==> src/jtl_pkg.sv <==
// Shared types, codes and literal tables of the JSON token lexer.
package jtl_pkg;

	typedef enum logic [3:0] {
		M_IDLE  = 4'd0,
		M_STR   = 4'd1,
		M_ESC   = 4'd2,
		M_NSIGN = 4'd3,
		M_NZERO = 4'd4,
		M_NINT  = 4'd5,
		M_NDOT  = 4'd6,
		M_NFRAC = 4'd7,
		M_LIT   = 4'd8,
		M_HALT  = 4'd9
	} mode_t;

	localparam logic [3:0] KIND_STRING   = 4'd0;
	localparam logic [3:0] KIND_NUMBER   = 4'd1;
	localparam logic [3:0] KIND_LBRACE   = 4'd2;
	localparam logic [3:0] KIND_COLON    = 4'd3;
	localparam logic [3:0] KIND_RBRACE   = 4'd4;
	localparam logic [3:0] KIND_LBRACKET = 4'd5;
	localparam logic [3:0] KIND_COMMA    = 4'd6;
	localparam logic [3:0] KIND_RBRACKET = 4'd7;
	localparam logic [3:0] KIND_TRUE     = 4'd8;
	localparam logic [3:0] KIND_END      = 4'd11;
	localparam logic [3:0] KIND_ERROR    = 4'd12;

	localparam logic [1:0] ERR_OK     = 2'd0;
	localparam logic [1:0] ERR_STRING = 2'd1;
	localparam logic [1:0] ERR_NUMBER = 2'd2;
	localparam logic [1:0] ERR_TOKEN  = 2'd3;

	localparam logic [7:0] CH_TAB      = 8'h09;
	localparam logic [7:0] CH_LF       = 8'h0A;
	localparam logic [7:0] CH_CR       = 8'h0D;
	localparam logic [7:0] CH_SPACE    = 8'h20;
	localparam logic [7:0] CH_QUOTE    = 8'h22;
	localparam logic [7:0] CH_COMMA    = 8'h2C;
	localparam logic [7:0] CH_MINUS    = 8'h2D;
	localparam logic [7:0] CH_DOT      = 8'h2E;
	localparam logic [7:0] CH_SLASH    = 8'h2F;
	localparam logic [7:0] CH_ZERO     = 8'h30;
	localparam logic [7:0] CH_ONE      = 8'h31;
	localparam logic [7:0] CH_NINE     = 8'h39;
	localparam logic [7:0] CH_COLON    = 8'h3A;
	localparam logic [7:0] CH_LBRACKET = 8'h5B;
	localparam logic [7:0] CH_BSLASH   = 8'h5C;
	localparam logic [7:0] CH_RBRACKET = 8'h5D;
	localparam logic [7:0] CH_LOW_B    = 8'h62;
	localparam logic [7:0] CH_LOW_F    = 8'h66;
	localparam logic [7:0] CH_LOW_N    = 8'h6E;
	localparam logic [7:0] CH_LOW_R    = 8'h72;
	localparam logic [7:0] CH_LOW_T    = 8'h74;
	localparam logic [7:0] CH_LBRACE   = 8'h7B;
	localparam logic [7:0] CH_RBRACE   = 8'h7D;

	localparam logic [1:0] LIT_TRUE  = 2'd0;
	localparam logic [1:0] LIT_FALSE = 2'd1;
	localparam logic [1:0] LIT_NULL  = 2'd2;

	localparam int QUEUE_DEPTH = 4;
	localparam int PTR_W       = $clog2(QUEUE_DEPTH);

	typedef struct packed {
		mode_t       mode;
		logic [1:0]  lsel;
		logic [2:0]  lidx;
		logic [31:0] start;
		logic [31:0] run;
	} lex_state_t;

	typedef struct packed {
		logic [3:0]  kind;
		logic [1:0]  code;
		logic [31:0] start;
		logic [31:0] length;
	} result_t;

	typedef struct packed {
		result_t res;
		logic    last;
	} entry_t;

	function automatic logic [2:0] lit_len(input logic [1:0] sel);
		logic [2:0] len;
		unique case (sel)
			LIT_TRUE:  len = 3'd4;
			LIT_FALSE: len = 3'd5;
			LIT_NULL:  len = 3'd4;
			default:   len = 3'd0;
		endcase
		return len;
	endfunction

	function automatic logic [7:0] lit_char(input logic [1:0] sel, input logic [2:0] idx);
		logic [39:0] text;
		unique case (sel)
			LIT_TRUE:  text = {"true", 8'h00};
			LIT_FALSE: text = "false";
			LIT_NULL:  text = {"null", 8'h00};
			default:   text = '0;
		endcase
		return (idx < 3'd5) ? text[8*(4 - 32'(idx)) +: 8] : 8'h00;
	endfunction

endpackage

==> src/jtl_next.sv <==
// Next-state and result logic of the lexer for one accepted byte.
module jtl_next #(
	parameter int POSITION_BITS = 32
) (
	input  jtl_pkg::lex_state_t       cur,
	input  logic [POSITION_BITS-1:0]  pos,
	input  logic [7:0]                text_byte,
	input  logic                      end_of_input,
	output jtl_pkg::lex_state_t       nxt,
	output logic [POSITION_BITS-1:0]  pos_d,
	output logic [1:0]                n_res,
	output jtl_pkg::result_t          res0,
	output jtl_pkg::result_t          res1
);

	localparam int SW = (POSITION_BITS < 32) ? POSITION_BITS : 32;

	logic [31:0] pos32;
	logic [31:0] run_inc;
	logic        is_end;
	logic        is_digit;

	jtl_pkg::mode_t   id_mode;
	logic             id_begin;
	logic             id_lit;
	logic [1:0]       id_sel;
	logic             id_emit;
	jtl_pkg::result_t id_res;

	logic       take_idle;
	logic       idle_slot1;
	logic [2:0] lidx_inc;

	assign pos32    = 32'(pos[SW-1:0]);
	assign run_inc  = (cur.run == '1) ? cur.run : cur.run + 32'd1;
	assign is_end   = end_of_input | (text_byte == 8'h00);
	assign is_digit = (text_byte >= jtl_pkg::CH_ZERO) && (text_byte <= jtl_pkg::CH_NINE);
	assign lidx_inc = cur.lidx + 3'd1;

	// Decode of a byte seen between tokens.
	always_comb begin
		id_mode  = jtl_pkg::M_IDLE;
		id_begin = 1'b0;
		id_lit   = 1'b0;
		id_sel   = jtl_pkg::LIT_TRUE;
		id_emit  = 1'b0;
		id_res   = '{kind: jtl_pkg::KIND_ERROR, code: jtl_pkg::ERR_OK,
			start: pos32, length: 32'd1};
		case (text_byte)
			jtl_pkg::CH_TAB, jtl_pkg::CH_LF, jtl_pkg::CH_CR, jtl_pkg::CH_SPACE: begin
			end
			jtl_pkg::CH_LBRACE: begin
				id_emit = 1'b1; id_res.kind = jtl_pkg::KIND_LBRACE;
			end
			jtl_pkg::CH_COLON: begin
				id_emit = 1'b1; id_res.kind = jtl_pkg::KIND_COLON;
			end
			jtl_pkg::CH_RBRACE: begin
				id_emit = 1'b1; id_res.kind = jtl_pkg::KIND_RBRACE;
			end
			jtl_pkg::CH_LBRACKET: begin
				id_emit = 1'b1; id_res.kind = jtl_pkg::KIND_LBRACKET;
			end
			jtl_pkg::CH_COMMA: begin
				id_emit = 1'b1; id_res.kind = jtl_pkg::KIND_COMMA;
			end
			jtl_pkg::CH_RBRACKET: begin
				id_emit = 1'b1; id_res.kind = jtl_pkg::KIND_RBRACKET;
			end
			jtl_pkg::CH_QUOTE: begin
				id_mode = jtl_pkg::M_STR; id_begin = 1'b1;
			end
			jtl_pkg::CH_MINUS: begin
				id_mode = jtl_pkg::M_NSIGN; id_begin = 1'b1;
			end
			jtl_pkg::CH_ZERO: begin
				id_mode = jtl_pkg::M_NZERO; id_begin = 1'b1;
			end
			jtl_pkg::CH_LOW_T: begin
				id_mode = jtl_pkg::M_LIT; id_begin = 1'b1; id_lit = 1'b1;
				id_sel = jtl_pkg::LIT_TRUE;
			end
			jtl_pkg::CH_LOW_F: begin
				id_mode = jtl_pkg::M_LIT; id_begin = 1'b1; id_lit = 1'b1;
				id_sel = jtl_pkg::LIT_FALSE;
			end
			jtl_pkg::CH_LOW_N: begin
				id_mode = jtl_pkg::M_LIT; id_begin = 1'b1; id_lit = 1'b1;
				id_sel = jtl_pkg::LIT_NULL;
			end
			default: begin
				if (text_byte >= jtl_pkg::CH_ONE && text_byte <= jtl_pkg::CH_NINE) begin
					id_mode  = jtl_pkg::M_NINT;
					id_begin = 1'b1;
				end else begin
					id_mode      = jtl_pkg::M_HALT;
					id_emit      = 1'b1;
					id_res.code  = jtl_pkg::ERR_TOKEN;
				end
			end
		endcase
	end

	always_comb begin
		nxt        = cur;
		pos_d      = pos;
		n_res      = 2'd0;
		res0       = '0;
		res1       = '0;
		take_idle  = 1'b0;
		idle_slot1 = 1'b0;
		if (is_end) begin
			case (cur.mode)
				jtl_pkg::M_STR, jtl_pkg::M_ESC: begin
					res0  = '{jtl_pkg::KIND_ERROR, jtl_pkg::ERR_STRING, cur.start, cur.run};
					n_res = 2'd1;
				end
				jtl_pkg::M_NSIGN, jtl_pkg::M_NDOT: begin
					res0  = '{jtl_pkg::KIND_ERROR, jtl_pkg::ERR_NUMBER, cur.start, cur.run};
					n_res = 2'd1;
				end
				jtl_pkg::M_NZERO, jtl_pkg::M_NINT, jtl_pkg::M_NFRAC: begin
					res0  = '{jtl_pkg::KIND_NUMBER, jtl_pkg::ERR_OK, cur.start, cur.run};
					n_res = 2'd1;
				end
				jtl_pkg::M_LIT: begin
					res0  = '{jtl_pkg::KIND_ERROR, jtl_pkg::ERR_TOKEN, cur.start, cur.run};
					n_res = 2'd1;
				end
				default: begin
				end
			endcase
			if (n_res == 2'd0) begin
				res0 = '{jtl_pkg::KIND_END, jtl_pkg::ERR_OK, pos32, 32'd0};
			end else begin
				res1 = '{jtl_pkg::KIND_END, jtl_pkg::ERR_OK, pos32, 32'd0};
			end
			n_res = n_res + 2'd1;
			nxt   = '{mode: jtl_pkg::M_IDLE, lsel: 2'd0, lidx: 3'd0, start: 32'd0, run: 32'd0};
			pos_d = '0;
		end else if (cur.mode != jtl_pkg::M_HALT) begin
			pos_d = pos + POSITION_BITS'(1);
			case (cur.mode)
				jtl_pkg::M_STR: begin
					nxt.run = run_inc;
					if (text_byte == jtl_pkg::CH_BSLASH) begin
						nxt.mode = jtl_pkg::M_ESC;
					end else if (text_byte == jtl_pkg::CH_QUOTE) begin
						res0     = '{jtl_pkg::KIND_STRING, jtl_pkg::ERR_OK, cur.start, run_inc};
						n_res    = 2'd1;
						nxt.mode = jtl_pkg::M_IDLE;
					end
				end
				jtl_pkg::M_ESC: begin
					if (text_byte == jtl_pkg::CH_QUOTE || text_byte == jtl_pkg::CH_BSLASH ||
						text_byte == jtl_pkg::CH_SLASH || text_byte == jtl_pkg::CH_LOW_B ||
						text_byte == jtl_pkg::CH_LOW_F || text_byte == jtl_pkg::CH_LOW_N ||
						text_byte == jtl_pkg::CH_LOW_R || text_byte == jtl_pkg::CH_LOW_T) begin
						nxt.run  = run_inc;
						nxt.mode = jtl_pkg::M_STR;
					end else begin
						res0     = '{jtl_pkg::KIND_ERROR, jtl_pkg::ERR_STRING, cur.start, run_inc};
						n_res    = 2'd1;
						nxt.mode = jtl_pkg::M_HALT;
					end
				end
				jtl_pkg::M_NSIGN: begin
					if (text_byte == jtl_pkg::CH_ZERO) begin
						nxt.run = run_inc; nxt.mode = jtl_pkg::M_NZERO;
					end else if (is_digit) begin
						nxt.run = run_inc; nxt.mode = jtl_pkg::M_NINT;
					end else begin
						res0     = '{jtl_pkg::KIND_ERROR, jtl_pkg::ERR_NUMBER, cur.start, run_inc};
						n_res    = 2'd1;
						nxt.mode = jtl_pkg::M_HALT;
					end
				end
				jtl_pkg::M_NZERO, jtl_pkg::M_NINT, jtl_pkg::M_NFRAC: begin
					if (is_digit && cur.mode != jtl_pkg::M_NZERO) begin
						nxt.run = run_inc;
					end else if (text_byte == jtl_pkg::CH_DOT && cur.mode != jtl_pkg::M_NFRAC) begin
						nxt.run = run_inc; nxt.mode = jtl_pkg::M_NDOT;
					end else begin
						// The number ends here and this byte starts over between tokens.
						res0       = '{jtl_pkg::KIND_NUMBER, jtl_pkg::ERR_OK, cur.start, cur.run};
						n_res      = 2'd1;
						take_idle  = 1'b1;
						idle_slot1 = 1'b1;
					end
				end
				jtl_pkg::M_NDOT: begin
					if (is_digit) begin
						nxt.run = run_inc; nxt.mode = jtl_pkg::M_NFRAC;
					end else begin
						res0     = '{jtl_pkg::KIND_ERROR, jtl_pkg::ERR_NUMBER, cur.start, run_inc};
						n_res    = 2'd1;
						nxt.mode = jtl_pkg::M_HALT;
					end
				end
				jtl_pkg::M_LIT: begin
					if (cur.lidx < jtl_pkg::lit_len(cur.lsel) &&
						text_byte == jtl_pkg::lit_char(cur.lsel, cur.lidx)) begin
						nxt.run  = run_inc;
						nxt.lidx = lidx_inc;
						if (lidx_inc == jtl_pkg::lit_len(cur.lsel)) begin
							res0     = '{jtl_pkg::KIND_TRUE + {2'b00, cur.lsel}, jtl_pkg::ERR_OK,
								cur.start, run_inc};
							n_res    = 2'd1;
							nxt.mode = jtl_pkg::M_IDLE;
							nxt.lsel = 2'd0;
							nxt.lidx = 3'd0;
						end
					end else begin
						res0     = '{jtl_pkg::KIND_ERROR, jtl_pkg::ERR_TOKEN, cur.start, run_inc};
						n_res    = 2'd1;
						nxt.mode = jtl_pkg::M_HALT;
					end
				end
				default: begin
					take_idle = 1'b1;
				end
			endcase
			if (take_idle) begin
				nxt.mode = id_mode;
				if (id_begin) begin
					nxt.start = pos32;
					nxt.run   = 32'd1;
				end
				if (id_lit) begin
					nxt.lsel = id_sel;
					nxt.lidx = 3'd1;
				end
				if (id_emit) begin
					if (idle_slot1) begin
						res1  = id_res;
						n_res = 2'd2;
					end else begin
						res0  = id_res;
						n_res = 2'd1;
					end
				end
			end
		end
	end

endmodule

==> src/jtl_result_queue.sv <==
// Small result queue that takes up to two tokens a cycle and delivers one.
module jtl_result_queue (
	input  logic             clk,
	input  logic             arst_n,
	input  logic [1:0]       push_n,
	input  jtl_pkg::result_t push0,
	input  jtl_pkg::result_t push1,
	input  logic             pop,
	output jtl_pkg::entry_t  head,
	output logic             head_valid,
	output logic             room
);

	jtl_pkg::entry_t mem_q [jtl_pkg::QUEUE_DEPTH];

	logic [jtl_pkg::PTR_W-1:0] wr_q;
	logic [jtl_pkg::PTR_W-1:0] rd_q;
	logic [jtl_pkg::PTR_W:0]   cnt_q;
	logic                      do_pop;

	assign head_valid = (cnt_q != '0);
	assign do_pop     = pop & head_valid;
	assign head       = mem_q[rd_q];
	// Room for the largest burst one byte can cause.
	assign room       = (cnt_q <= (jtl_pkg::PTR_W + 1)'(jtl_pkg::QUEUE_DEPTH - 2));

	always_ff @(posedge clk) begin
		if (push_n != 2'd0) begin
			mem_q[wr_q] <= '{res: push0, last: (push_n == 2'd1)};
		end
		if (push_n == 2'd2) begin
			mem_q[wr_q + jtl_pkg::PTR_W'(1)] <= '{res: push1, last: 1'b1};
		end
	end

	always_ff @(posedge clk or negedge arst_n) begin
		if (!arst_n) begin
			wr_q  <= '0;
			rd_q  <= '0;
			cnt_q <= '0;
		end else begin
			wr_q  <= wr_q + jtl_pkg::PTR_W'(push_n);
			rd_q  <= rd_q + jtl_pkg::PTR_W'(do_pop);
			cnt_q <= cnt_q + (jtl_pkg::PTR_W + 1)'(push_n) - (jtl_pkg::PTR_W + 1)'(do_pop);
		end
	end

endmodule

==> src/json_token_lexer_core.sv <==
// Top level of the streaming JSON token lexer.
//
//  channel | direction | handshake                 | payload
//  --------+-----------+---------------------------+--------------------------------------
//  data    | in        | data_valid / data_ready   | text_byte, end_of_input
//  token   | out       | token_valid / token_ready | token_kind, error_code, token_start,
//          |           |                           | token_length, last
//
// One byte is taken per cycle while data_ready is high. The byte is decoded against the
// lexer mode register in a single combinational step and its tokens (none, one or two) are
// written into a four entry result queue, which delivers one token per cycle while
// token_ready is high. A byte that ends a number and is itself a punctuator or an unknown
// byte yields two tokens; data_ready drops only while the queue holds more than two tokens.
// Reset clears the mode, the literal tracker, the position and the queue pointers.
// A stall on the token side fills the queue and then holds off the data side.
module json_token_lexer_core #(
	parameter int POSITION_BITS = 32
) (
	input  logic        clk,
	input  logic        arst_n,
	input  logic        data_valid,
	output logic        data_ready,
	input  logic [7:0]  text_byte,
	input  logic        end_of_input,
	output logic        token_valid,
	input  logic        token_ready,
	output logic [3:0]  token_kind,
	output logic [1:0]  error_code,
	output logic [31:0] token_start,
	output logic [31:0] token_length,
	output logic        last
);

	// Lexer state: mode, literal tracker, token start and running length.
	jtl_pkg::lex_state_t      st_q;
	logic [POSITION_BITS-1:0] pos_q;

	jtl_pkg::lex_state_t      st_d;
	logic [POSITION_BITS-1:0] pos_d;
	logic [1:0]               n_res;
	jtl_pkg::result_t         res0;
	jtl_pkg::result_t         res1;

	logic            accept;
	logic            room;
	jtl_pkg::entry_t head;
	logic            end_mark;

	assign accept     = data_valid & data_ready;
	assign data_ready = room;
	assign end_mark   = end_of_input | (text_byte == 8'h00);

	jtl_next #(
		.POSITION_BITS(POSITION_BITS)
	) u_next (
		.cur         (st_q),
		.pos         (pos_q),
		.text_byte   (text_byte),
		.end_of_input(end_of_input),
		.nxt         (st_d),
		.pos_d       (pos_d),
		.n_res       (n_res),
		.res0        (res0),
		.res1        (res1)
	);

	// The state only moves when a byte is actually accepted.
	always_ff @(posedge clk or negedge arst_n) begin
		if (!arst_n) begin
			st_q  <= '{mode: jtl_pkg::M_IDLE, lsel: 2'd0, lidx: 3'd0, start: 32'd0, run: 32'd0};
			pos_q <= '0;
		end else if (accept) begin
			st_q  <= st_d;
			pos_q <= pos_d;
		end
	end

	jtl_result_queue u_queue (
		.clk       (clk),
		.arst_n    (arst_n),
		.push_n    (accept ? n_res : 2'd0),
		.push0     (res0),
		.push1     (res1),
		.pop       (token_ready),
		.head      (head),
		.head_valid(token_valid),
		.room      (room)
	);

	assign token_kind   = head.res.kind;
	assign error_code   = head.res.code;
	assign token_start  = head.res.start;
	assign token_length = head.res.length;
	assign last         = head.last;

	// An end marker always returns the lexer to its reset state.
	assert property (@(posedge clk) disable iff (!arst_n)
		(accept && end_mark) |=> (st_q.mode == jtl_pkg::M_IDLE && pos_q == '0))
		else $error("lexer not rearmed after end marker");

	// Once halted, data bytes produce nothing until the end marker.
	assert property (@(posedge clk) disable iff (!arst_n)
		(accept && !end_mark && st_q.mode == jtl_pkg::M_HALT) |-> (n_res == 2'd0))
		else $error("halted lexer produced a token");

	// Two tokens from one byte: a closed number first or an end token second.
	assert property (@(posedge clk) disable iff (!arst_n)
		(accept && n_res == 2'd2) |->
		(res0.kind == jtl_pkg::KIND_NUMBER || res1.kind == jtl_pkg::KIND_END))
		else $error("unexpected token pair");

endmodule

==> config.mk <==
export PLATFORM = sky130hd
export DESIGN_NAME = json_token_lexer_core
export DESIGN_NICKNAME = d
export VERILOG_FILES = /design/src/jtl_pkg.sv /design/src/jtl_next.sv /design/src/jtl_result_queue.sv /design/src/json_token_lexer_core.sv
export SDC_FILE = /design/constraint.sdc
export NUM_CORES = 1
export LEC_CHECK = 0
export BUFFER_PORTS_ARGS = -buffer_cell sky130_fd_sc_hd__buf_2
export CORE_UTILIZATION = 40
export DETAILED_ROUTE_END_ITERATION = 8
export SETUP_SLACK_MARGIN = 0.4
export SYNTH_ARGS = -nofsm -noshare
export SYNTH_HDL_FRONTEND = slang
export SYNTH_SLANG_ARGS = --single-unit
==> constraint.sdc <==
create_clock -name clk -period 5.7 [get_ports clk]
set_input_delay 0.57 -clock clk [delete_from_list [all_inputs] [get_ports clk]]
set_output_delay 0.57 -clock clk [all_outputs]
set_load 0.03 [all_outputs]
Word level (Yosys, flattened, before mapping)
Memory sizes are Yosys's and may differ from the RTL's.
Cells that the tools add are included.
{"block": "totals", "register_bits": 112, "mem_bits_rw": 284, "input_bits": 13, "output_inout_bits": 73, "n_memories": 1}
{"name": "u_queue.mem_q", "depth": 4, "width": 71, "read_ports": 1, "rd_clocked_by_memory_dff": 0, "write_ports": 2, "line_no": "jtl_result_queue.sv:14", "rtl": "jtl_pkg::entry_t mem_q [jtl_pkg::QUEUE_DEPTH];"}
{"block": "classes", "n_addsub": 11, "magnitude_cmp": 6, "n_eq_ne": 43, "shift": 1, "muxes": 105, "bitwise_logic": 3, "n_reduce_logical": 36}
{"operator": "$mux 70", "n": 18}
{"operator": "$pmux 70 s6", "n": 1}
{"operator": "$mux 32", "n": 9}
{"operator": "$pmux 70 s4", "n": 1}
{"operator": "$mux 73", "n": 3}
{"operator": "$mux 64", "n": 3}
{"operator": "$pmux 32 s6", "n": 1}
{"operator": "$mux 40", "n": 3}
{"operator": "$pmux 39 s3", "n": 1}
{"operator": "$eq 8x7->1 const B", "n": 10}
{"operator": "$mux 67", "n": 1}
{"operator": "$add 32x1->32 const B", "n": 2}
{"operator": "$eq 8x6->1 const B", "n": 8}
{"operator": "$pmux 4 s6", "n": 2}
{"operator": "$mux 4", "n": 10}
{"operator": "$shiftx 40x33->8", "n": 1}
{"operator": "$eq 32x32->1 const B", "n": 1}
{"operator": "$eq 8x4->1 const B", "n": 3}
{"operator": "$mux 2", "n": 12}
{"operator": "$mux 1", "n": 21}
{"operator": "$mux 3", "n": 7}
{"operator": "$pmux 4 s5", "n": 1}
{"operator": "$reduce_or 10->1", "n": 2}
{"operator": "$eq 4x3->1 const B", "n": 4}
{"operator": "50 further kinds", "n": 80}

Logic depth before layout (Yosys ltp)
Gate-level depths: netlist of the first run.
{"block": "logic_depth", "ltp_word": 25, "ltp_mapped": 20, "depth_no_buf": 16}

Modules after synthesis
A second synthesis of the first run with hierarchy kept.
{"block": "unflattened", "hier_cells": 2273, "area_unflattened_um2": 24694.9}
{"module": "jtl_result_queue", "n_inst": 1, "cells_each": 853, "area_each_um2": 13585.5, "seq_area_each_um2": 8663.3}
{"module": "jtl_next", "n_inst": 1, "cells_each": 1196, "area_each_um2": 7003.0, "seq_area_each_um2": 0.0}
{"module": "json_token_lexer_core", "n_inst": 1, "cells_each": 224, "area_each_um2": 4106.4, "seq_area_each_um2": 2627.5}

Worst setup path after synthesis of the first run
OpenSTA, ideal clock, no wires.
{"block": "synth_path", "path_type": "flip-flop to flip-flop", "from": "register st_q[64] in the netlist's numbering", "to": "memory u_queue.mem_q[1][1] in the netlist's numbering (enable)", "setup_time_ns": 0.397, "t_arrival_ns": 4.343, "setup_slack_ns": 0.960, "stages_incl_launch_ff": 16, "path_buffers": 4, "synth_period_minus_slack_ns": 4.740, "path_cell_list": "dfrtp_1 -> buf_2 -> buf_2 -> inv_1 -> ha_1 -> xor2_1 -> mux2_2 -> a211oi_2 -> mux2i_1 -> a2111oi_4 -> a31oi_2 -> nor2_4 -> or3_1 -> buf_4 -> buf_2 -> nand2_1"}
{"item": "start: declaration", "line_no": "json_token_lexer_core.sv:35", "rtl": "jtl_pkg::lex_state_t st_q;"}
{"item": "start signal: assignment", "line_no": "json_token_lexer_core.sv:70", "rtl": "st_q <= '{mode: jtl_pkg::M_IDLE, lsel: 2'd0, lidx: 3'd0, start: 32'd0, run: 32'd0};"}
{"item": "start signal: assignment", "line_no": "json_token_lexer_core.sv:73", "rtl": "st_q <= st_d;"}
{"item": "end: declaration", "line_no": "jtl_result_queue.sv:14"}

==> results of run 1 <==
==> power by group through the flow <==
stage          clock network [mW]  registers, mW  logic, mW
3_3_place_gp                    0           3.60       3.36
2_1_floorplan                   0           3.35       2.47
5_1_grt                      2.93           3.60       3.60
6_report                     2.76           3.56       3.39
4_1_cts                      2.81           3.56       3.37
3_5_place_dp                    0           3.62       3.36
==> cells in the final DEF, fill, tap and decap left out, drive strengths merged, types with 23 or more instances in the layout <==
cell | Yosys | final
nand2 | 101 | 101
clkbuf | 112 | 62
mux4 | 71 | 71
and3 | 33 | 33
dfxtp | 128 | 128
nand4 | 23 | 23
o21ai | 203 | 203
buf | 74 | 133
nor3 | 37 | 37
nor2 | 102 | 102
a21oi | 92 | 92
a32o | 130 | 130
edfxtp | 156 | 156
xor2 | 28 | 28
a22o | 35 | 35
nand3 | 152 | 152
dfrtp | 112 | 112
inv | 23 | 27
==> through the flow <==
step	hold slack, ns	util [%]	std cells	worst slack, ns	total power, mW
global route	0.101	45.3	2609	0.670	10.1
CTS	0.0633	45.3	2609	0.888	9.74
global placement	0.445	42.5	2530	0.962	6.96
floorplan	0.274	-	1911	0.960	5.82
detailed placement	0.450	42.5	2530	0.893	6.98
finish	0.0389	45.3	2609	0.860	9.71
==> state kept, by name (all words and copies together) (netlist names) <==
register	flops
u_queue.mem_q	284
u_queue.rd_q	2
pos_q	32
u_queue.wr_q	2
st_q	73
u_queue.cnt_q	3
==> metal layers <==
metal	GRT usage [%]	up-vias	part of all wire [%]
met5	0	-	0
met4	7.15	0	2.5
met3	4.10	103	7.7
met2	38.3	713	48
met1	31.6	8212	42
li1	-	7425	-
==> critical path, cell delays in order, from the launching register on <==
cell       delay (ns)
dfrtp_1          0.46
inv_1            0.11
ha_1             0.70
nand3b_1         0.19
a21oi_1          0.06
a311oi_1         0.30
mux2_2           0.40
a2111oi_4        0.35
a31oi_2          0.21
buf_4            0.24
o41a_1           0.44
or2_4            0.46
buf_4            0.33
a32o_1           0.28
==> cell families (layout without fill, tap and decap cells) <==
| group | Yosys count | after routing | synth area share, % |
|---|---|---|---|
| buffers and inverters | 209 | 235 | 4.49 |
| adders and majority gates | 18 | 18 | 1.14 |
| xor gates and xnor gates | 41 | 41 | 1.82 |
| and+or+nand+nor | 570 | 570 | 14.6 |
| DFF | 396 | 396 | 49.1 |
| muxes | 79 | 79 | 8.25 |
| AOI/OAI and AO/OA | 598 | 598 | 20.6 |
==> worst max-delay path by stage <==
| stage | end | cells past startpoint | slack, ns |
|---|---|---|---|
| after floorplan | u_queue.mem_q[1][1]$_DFFE_PP_ | 15 | 0.96 |
| after global placement | u_queue.cnt_q[2]$_DFF_PN0_ | 16 | 0.96 |
| after detailed placement | u_queue.mem_q[0][48]$_DFFE_PP_ | 13 | 0.89 |
| after CTS | u_queue.mem_q[0][46]$_DFFE_PP_ | 13 | 0.89 |
| after global routing | u_queue.mem_q[0][49]$_DFFE_PP_ | 13 | 0.67 |
| final | u_queue.mem_q[0][45]$_DFFE_PP_ | 13 | 0.86 |
==> layout make-up <==
| cell class | instances | area share, % |
|---|---|---|
| Clock buffer | 62 | 5.55 |
| Clock inverter | 17 | 0.538 |
| Inverter | 23 | 0.379 |
| Multi-Input combinational cell | 1306 | 41.9 |
| Sequential cell | 396 | 44.2 |
| Tap cell | 672 | 3.69 |
| Timing Repair Buffer | 133 | 3.79 |
==> out/metrics.cfg, run 1 <==
[route]
wirelength_um=61500
drc=0
ant_nets=0
viasPerCell=6.31
wl_per_cell_um=23.6
dr.pass1.iters=7
drtIter0Drc=1891
vias=16453

[sta]
final_hold_viol_count=0
slew_headroom_pct=31.0
rsz0062_at_grt=false
period_minus_slack_ns=4.84
slew_viol_final=0
fin_tns_setup_ns=0
worst_pin_slew_ns=1.04
clock_skew_ns=0.0170
fin_crit_sh_pct=84.9
setup_viol=0
max_freq_ghz=0.207

[logic_synthesis]
yosysTopAreaCell=edfxtp_1
synthTopCellsByArea=edfxtp_1 23%, dfrtp_1 14%, dfxtp_1 13%
yosys_warnings=0
synth.most_common_cell=edfxtp_1
yosysSeqAreaShare_pct=49.1
avgSynthCellArea_um2=10.7
synth.distinct_cells=88
synthFlopType=edfxtp_1
netlist.area_leader.share_pct=22.9
synthTopCellsByCount=156 x edfxtp_1, 151 x nand3_1, 130 x a32o_1
syn_inst=1911
syn_nets=1942
synth_edf_count=156
async_flop_share_pct=28.3
synthesis.area_mm2=0.0205
ys_ff_latch=396

[clock_tree]
cts_buffers=43
clkTransAtPathRegs_ns=0.06
clock_latency_ns=0.57
postCtsSetupBuffers=0
holdBufCountCts=0
cts_root_buffer=clkbuf_16
cts_resized=0
clock_sinks=396
htreeDepth=2
max-clock-path-buffers=3
cts_tree=yes

[placed_design]
dpl.hpwl_um=37900
place_area_mm2=0.0214
numPortBuffers=85
finalWeightedCongestion=0.923

[floorplan]
ios=86
placeableCoreArea_mm2=0.0503
die_w_um=228
dieHeight_um=228
rows=82
start_util_pct=40.7
die-area_mm2=0.0520

[finish]
syn_to_final_growth_pct=11.3
fin_nets=1934
nFillCells=4702
layout-drive-gt1-share_pct=16.8
regArea_mm2=0.0101
final_cell_area_mm2=0.0228
multi_input_area_mm2=0.00954
antenna_cells=0

[critical_path]
critical_path_class=flop to flop
cp-startpoint=st_q[65]$_DFFE_PN0P_
r2r_cells=13
r2r-start=st_q[65]$_DFFE_PN0P_
worst_ep_required_time_ns=6.01
r2r_end=u_queue.mem_q[0][45]$_DFFE_PP_
cp_max_fo=52
arrival_ns=5.15
end_kind=flop
critPathLaunchType=flop
r2r_slack_ns=0.86

[power_and_ir_drop]
comb_power_share_pct=34.9
sw_frac_of_total_pct=39.8
p_sw_mw=3.86
intPower_mw=5.85
clkPwrFrac_pct=28.5
ir_drop_uv=252
leakage_nw=8.33
p_seq_share_pct=36.6
p_per_area_mw_per_mm2=427

[run_status]
outcome=finished, final reports clean

[grt]
first_global_vias=15992
grt_use_total_pct=23.4
antenna_found_initial=0
grt_first_pass_wirelength_um=96000
grt-ovfl-total=0
grt_max_degree=66

[job]
drv_cap=0

[worst_hold_path]
worstHoldPathType=input pin to async pin

(Power assumes the default switching activity.)
==> run 2: changes to the inputs <==
--- a/config.mk
+++ b/config.mk
@@ -5,6 +5,7 @@
 export SDC_FILE = /design/constraint.sdc
 export NUM_CORES = 1
 export LEC_CHECK = 0
+export ABC_AREA = 1
 export BUFFER_PORTS_ARGS = -buffer_cell sky130_fd_sc_hd__buf_2
 export CORE_UTILIZATION = 40
 export DETAILED_ROUTE_END_ITERATION = 8
==> constraint.sdc (replaced) <==
create_clock -name clk -period 4.4 [get_ports clk]
set_input_delay 0.44 -clock clk [delete_from_list [all_inputs] [get_ports clk]]
set_output_delay 0.44 -clock clk [all_outputs]
set_load 0.03 [all_outputs]
==> out/metrics.cfg, run 2 <==
[run_status]
outcome=finished, final reports clean

[finish]
layout_commonest_cell=nand2_1
syn_to_final_growth_pct=12.0
layout_common_cells=545 x nand2_1, 463 x nand3_1, 376 x o21ai_0, 323 x nor2_1, 180 x inv_1
largest_reg_flops=284  ; unchanged
fin_util_pct=45.7  ; +0.39 points
largest_register=u_queue.mem_q
layout-drive-gt1-share_pct=9.50  ; -7.3 points
antenna_cells=0  ; unchanged
nFillCells=5642  ; +20%
fin_nets=3057  ; +58%
reg.largest.list=u_queue.mem_q: 284 flops, st_q: 73 flops, pos_q: 32 flops

[logic_synthesis]
synth_edf_count=156  ; unchanged
synth.most_common_cell=nand2_1
syn_nets=3067  ; +58%
yosys_warnings=0  ; unchanged
synthTopCellsByCount=552 x nand2_1, 463 x nand3_1, 380 x o21ai_0
synthFlopType=edfxtp_1
ys_ff_latch=396  ; unchanged
netlist.area_leader.share_pct=20.7  ; -2.2 points
syn_inst=3036  ; +59%
async_flop_share_pct=28.3  ; unchanged
synthTopCellsByArea=edfxtp_1 21%, dfrtp_1 12%, dfxtp_1 11%
avgSynthCellArea_um2=7.46  ; -30%
synth.distinct_cells=58  ; -34%
yosysSeqAreaShare_pct=44.4  ; -4.7 points
yosysTopAreaCell=edfxtp_1
synthesis.area_mm2=0.0226  ; +11%

[sta]
clock_skew_ns=0.0158  ; -0.00123 ns
worst_pin_slew_ns=0.993  ; -0.0424 ns
final_hold_viol_count=0  ; unchanged
slew_headroom_pct=33.1  ; +2.1 points
rsz0062_at_grt=true
setup_viol=0  ; unchanged
fin_crit_sh_pct=89.2  ; +4.3 points
whs_ns=0.339  ; +0.300 ns
fin_tns_setup_ns=0  ; unchanged
period_minus_slack_ns=3.93  ; -0.914 ns
slew_viol_final=0  ; unchanged
max_freq_ghz=0.255  ; +23%

[critical_path]
critical_path_class=flop to flop
r2r_end=u_queue.mem_q[1][58]$_DFFE_PP_
critPathLaunchType=flop
worst_ep_required_time_ns=4.82  ; -1.19 ns
r2r-start=st_q[65]$_DFFE_PN0P_
r2r_cells=18  ; +5
arrival_ns=4.35  ; -0.80 ns
end_kind=flop
r2r_slack_ns=0.47  ; -0.39 ns
cp_max_fo=25  ; -52%

[power_and_ir_drop]
p_per_area_mw_per_mm2=724  ; +70%
ir_drop_uv=503  ; +100%
leakage_nw=10.1  ; +21%

[route]
vias=22351  ; +36%
drtIter0Drc=2605  ; +38%
dr.pass1.iters=6  ; -1
drc=0  ; unchanged
ant_nets=0  ; unchanged
viasPerCell=5.87  ; -7.0%
wirelength_um=79800  ; +30%
wl_per_cell_um=20.9  ; -11%

[floorplan]
placeableCoreArea_mm2=0.0555  ; +10%
start_util_pct=40.8  ; +0.094 points
ios=86  ; unchanged
die_w_um=240  ; +5.2%
rows=86  ; +4.9%
die-area_mm2=0.0576  ; +11%
dieHeight_um=240  ; +5.2%

[grt]
grt_use_total_pct=27.3  ; +3.9 points
grt_first_pass_wirelength_um=123000  ; +28%
first_global_vias=20967  ; +31%
grt_max_degree=165  ; +150%
antenna_found_initial=1  ; +1
grt-ovfl-total=0  ; unchanged

[placed_design]
dpl.hpwl_um=50600  ; +34%
numPortBuffers=85  ; unchanged
finalWeightedCongestion=0.984  ; +6.6%

[worst_hold_path]
min-delay-start=text_byte[3]
worstHoldPathType=input pin to flop
hold_path_depth=4
worst_hold_path.endpoint=st_q[67]$_DFFE_PN0P_

[clock_tree]
cts_buffers=46  ; +7.0%
max-clock-path-buffers=3  ; unchanged
clock_latency_ns=0.58  ; about the same
cts_tree=yes
clock_sinks=396  ; unchanged
cts_root_buffer=clkbuf_16
htreeDepth=2  ; unchanged
clkTransAtPathRegs_ns=0.06  ; about the same
postCtsSetupBuffers=0  ; unchanged

[job]
drv_cap=0  ; unchanged

-- run 2: worst max-delay path, stage by stage (launching register included) --
cell and delay [ns]:
dfrtp_1 0.44, inv_1 0.10, ha_1 0.43, nor2_1 0.25
inv_1 0.07, nand3_1 0.08, nand3_1 0.11, nand3b_1 0.12
nand2_1 0.06, nand2_1 0.05, nor2_1 0.04, nand3_1 0.20
nand2_4 0.14, nand4_4 0.09, buf_4 0.29, nand3_1 0.35
o21ai_0 0.54, inv_1 0.17, o21ai_0 0.22
-- run 2: how the worst max path moves through the flow --
stage               slack [ns]                              to                 start
floorplan                 0.45   u_queue.mem_q[2][1]$_DFFE_PP_  st_q[64]$_DFFE_PN0P_
global placement          0.52  u_queue.mem_q[3][35]$_DFFE_PP_  st_q[64]$_DFFE_PN0P_
detailed placement        0.48  u_queue.mem_q[3][51]$_DFFE_PP_  st_q[65]$_DFFE_PN0P_
CTS                       0.46  u_queue.mem_q[3][51]$_DFFE_PP_  st_q[65]$_DFFE_PN0P_
global route              0.28  u_queue.mem_q[2][37]$_DFFE_PP_  st_q[65]$_DFFE_PN0P_
finish                    0.47  u_queue.mem_q[1][58]$_DFFE_PP_  st_q[65]$_DFFE_PN0P_
-- run 2: cell type report --
type	instances	area (um^2)	area share (%)
tap	748	936	3.69
multi-input combinational	2224	11000	43.2
sequential	396	10100	39.6
timing repair buffer	157	1090	4.31
inverter	201	757	2.98
clock buffer	71	1440	5.68
clock inverter	13	133	0.523
-- run 2: per-stage QoR --
step	worst slack, ns	power [mW]	std cells	area (um^2)
global placement	0.521	14.1	3724	23700
global route	0.277	19.3	3810	25400
floorplan	0.450	11.4	3036	22600
finish	0.474	18.4	3810	25400
detailed placement	0.476	14.2	3724	23700
CTS	0.456	18.2	3809	25300
-- run 2: routing by layer --
metal,GRT usage [%],part of all wire (%),wire length (um),up-vias
li1,-,-,-,10473
met1,39.1,44,35000,10680
met2,41.7,44,35300,1096
met3,6.15,10,8230,102
met4,6.39,1.6,1300,0
met5,0,0,0,-
-- run 2: kinds of logic after synthesis --
family | share of synthesized area [%]
buffers and inverters | 7.54
xor gates and xnor gates | 1.66
adders and majority gates | 1.03
AOI/OAI and AO/OA | 17.4
DFF | 44.4
and+or+nand+nor | 28.0
-- run 2: report_power, final --
part | total (mW) | switching [mW] | internal (mW)
registers | 5.42 | 0.592 | 4.83
logic | 8.99 | 6.77 | 2.22
clock network | 3.94 | 1.57 | 2.37
-- run 2: what timing repair did --
| action | CTS | global route |
|---|---|---|
| hold buffers | 1 | 0 |
| endpoints found under the hold margin | 23 | 0 |
| setup endpoints to repair | 0 | 300 |
| resized for setup | 0 | 22 |
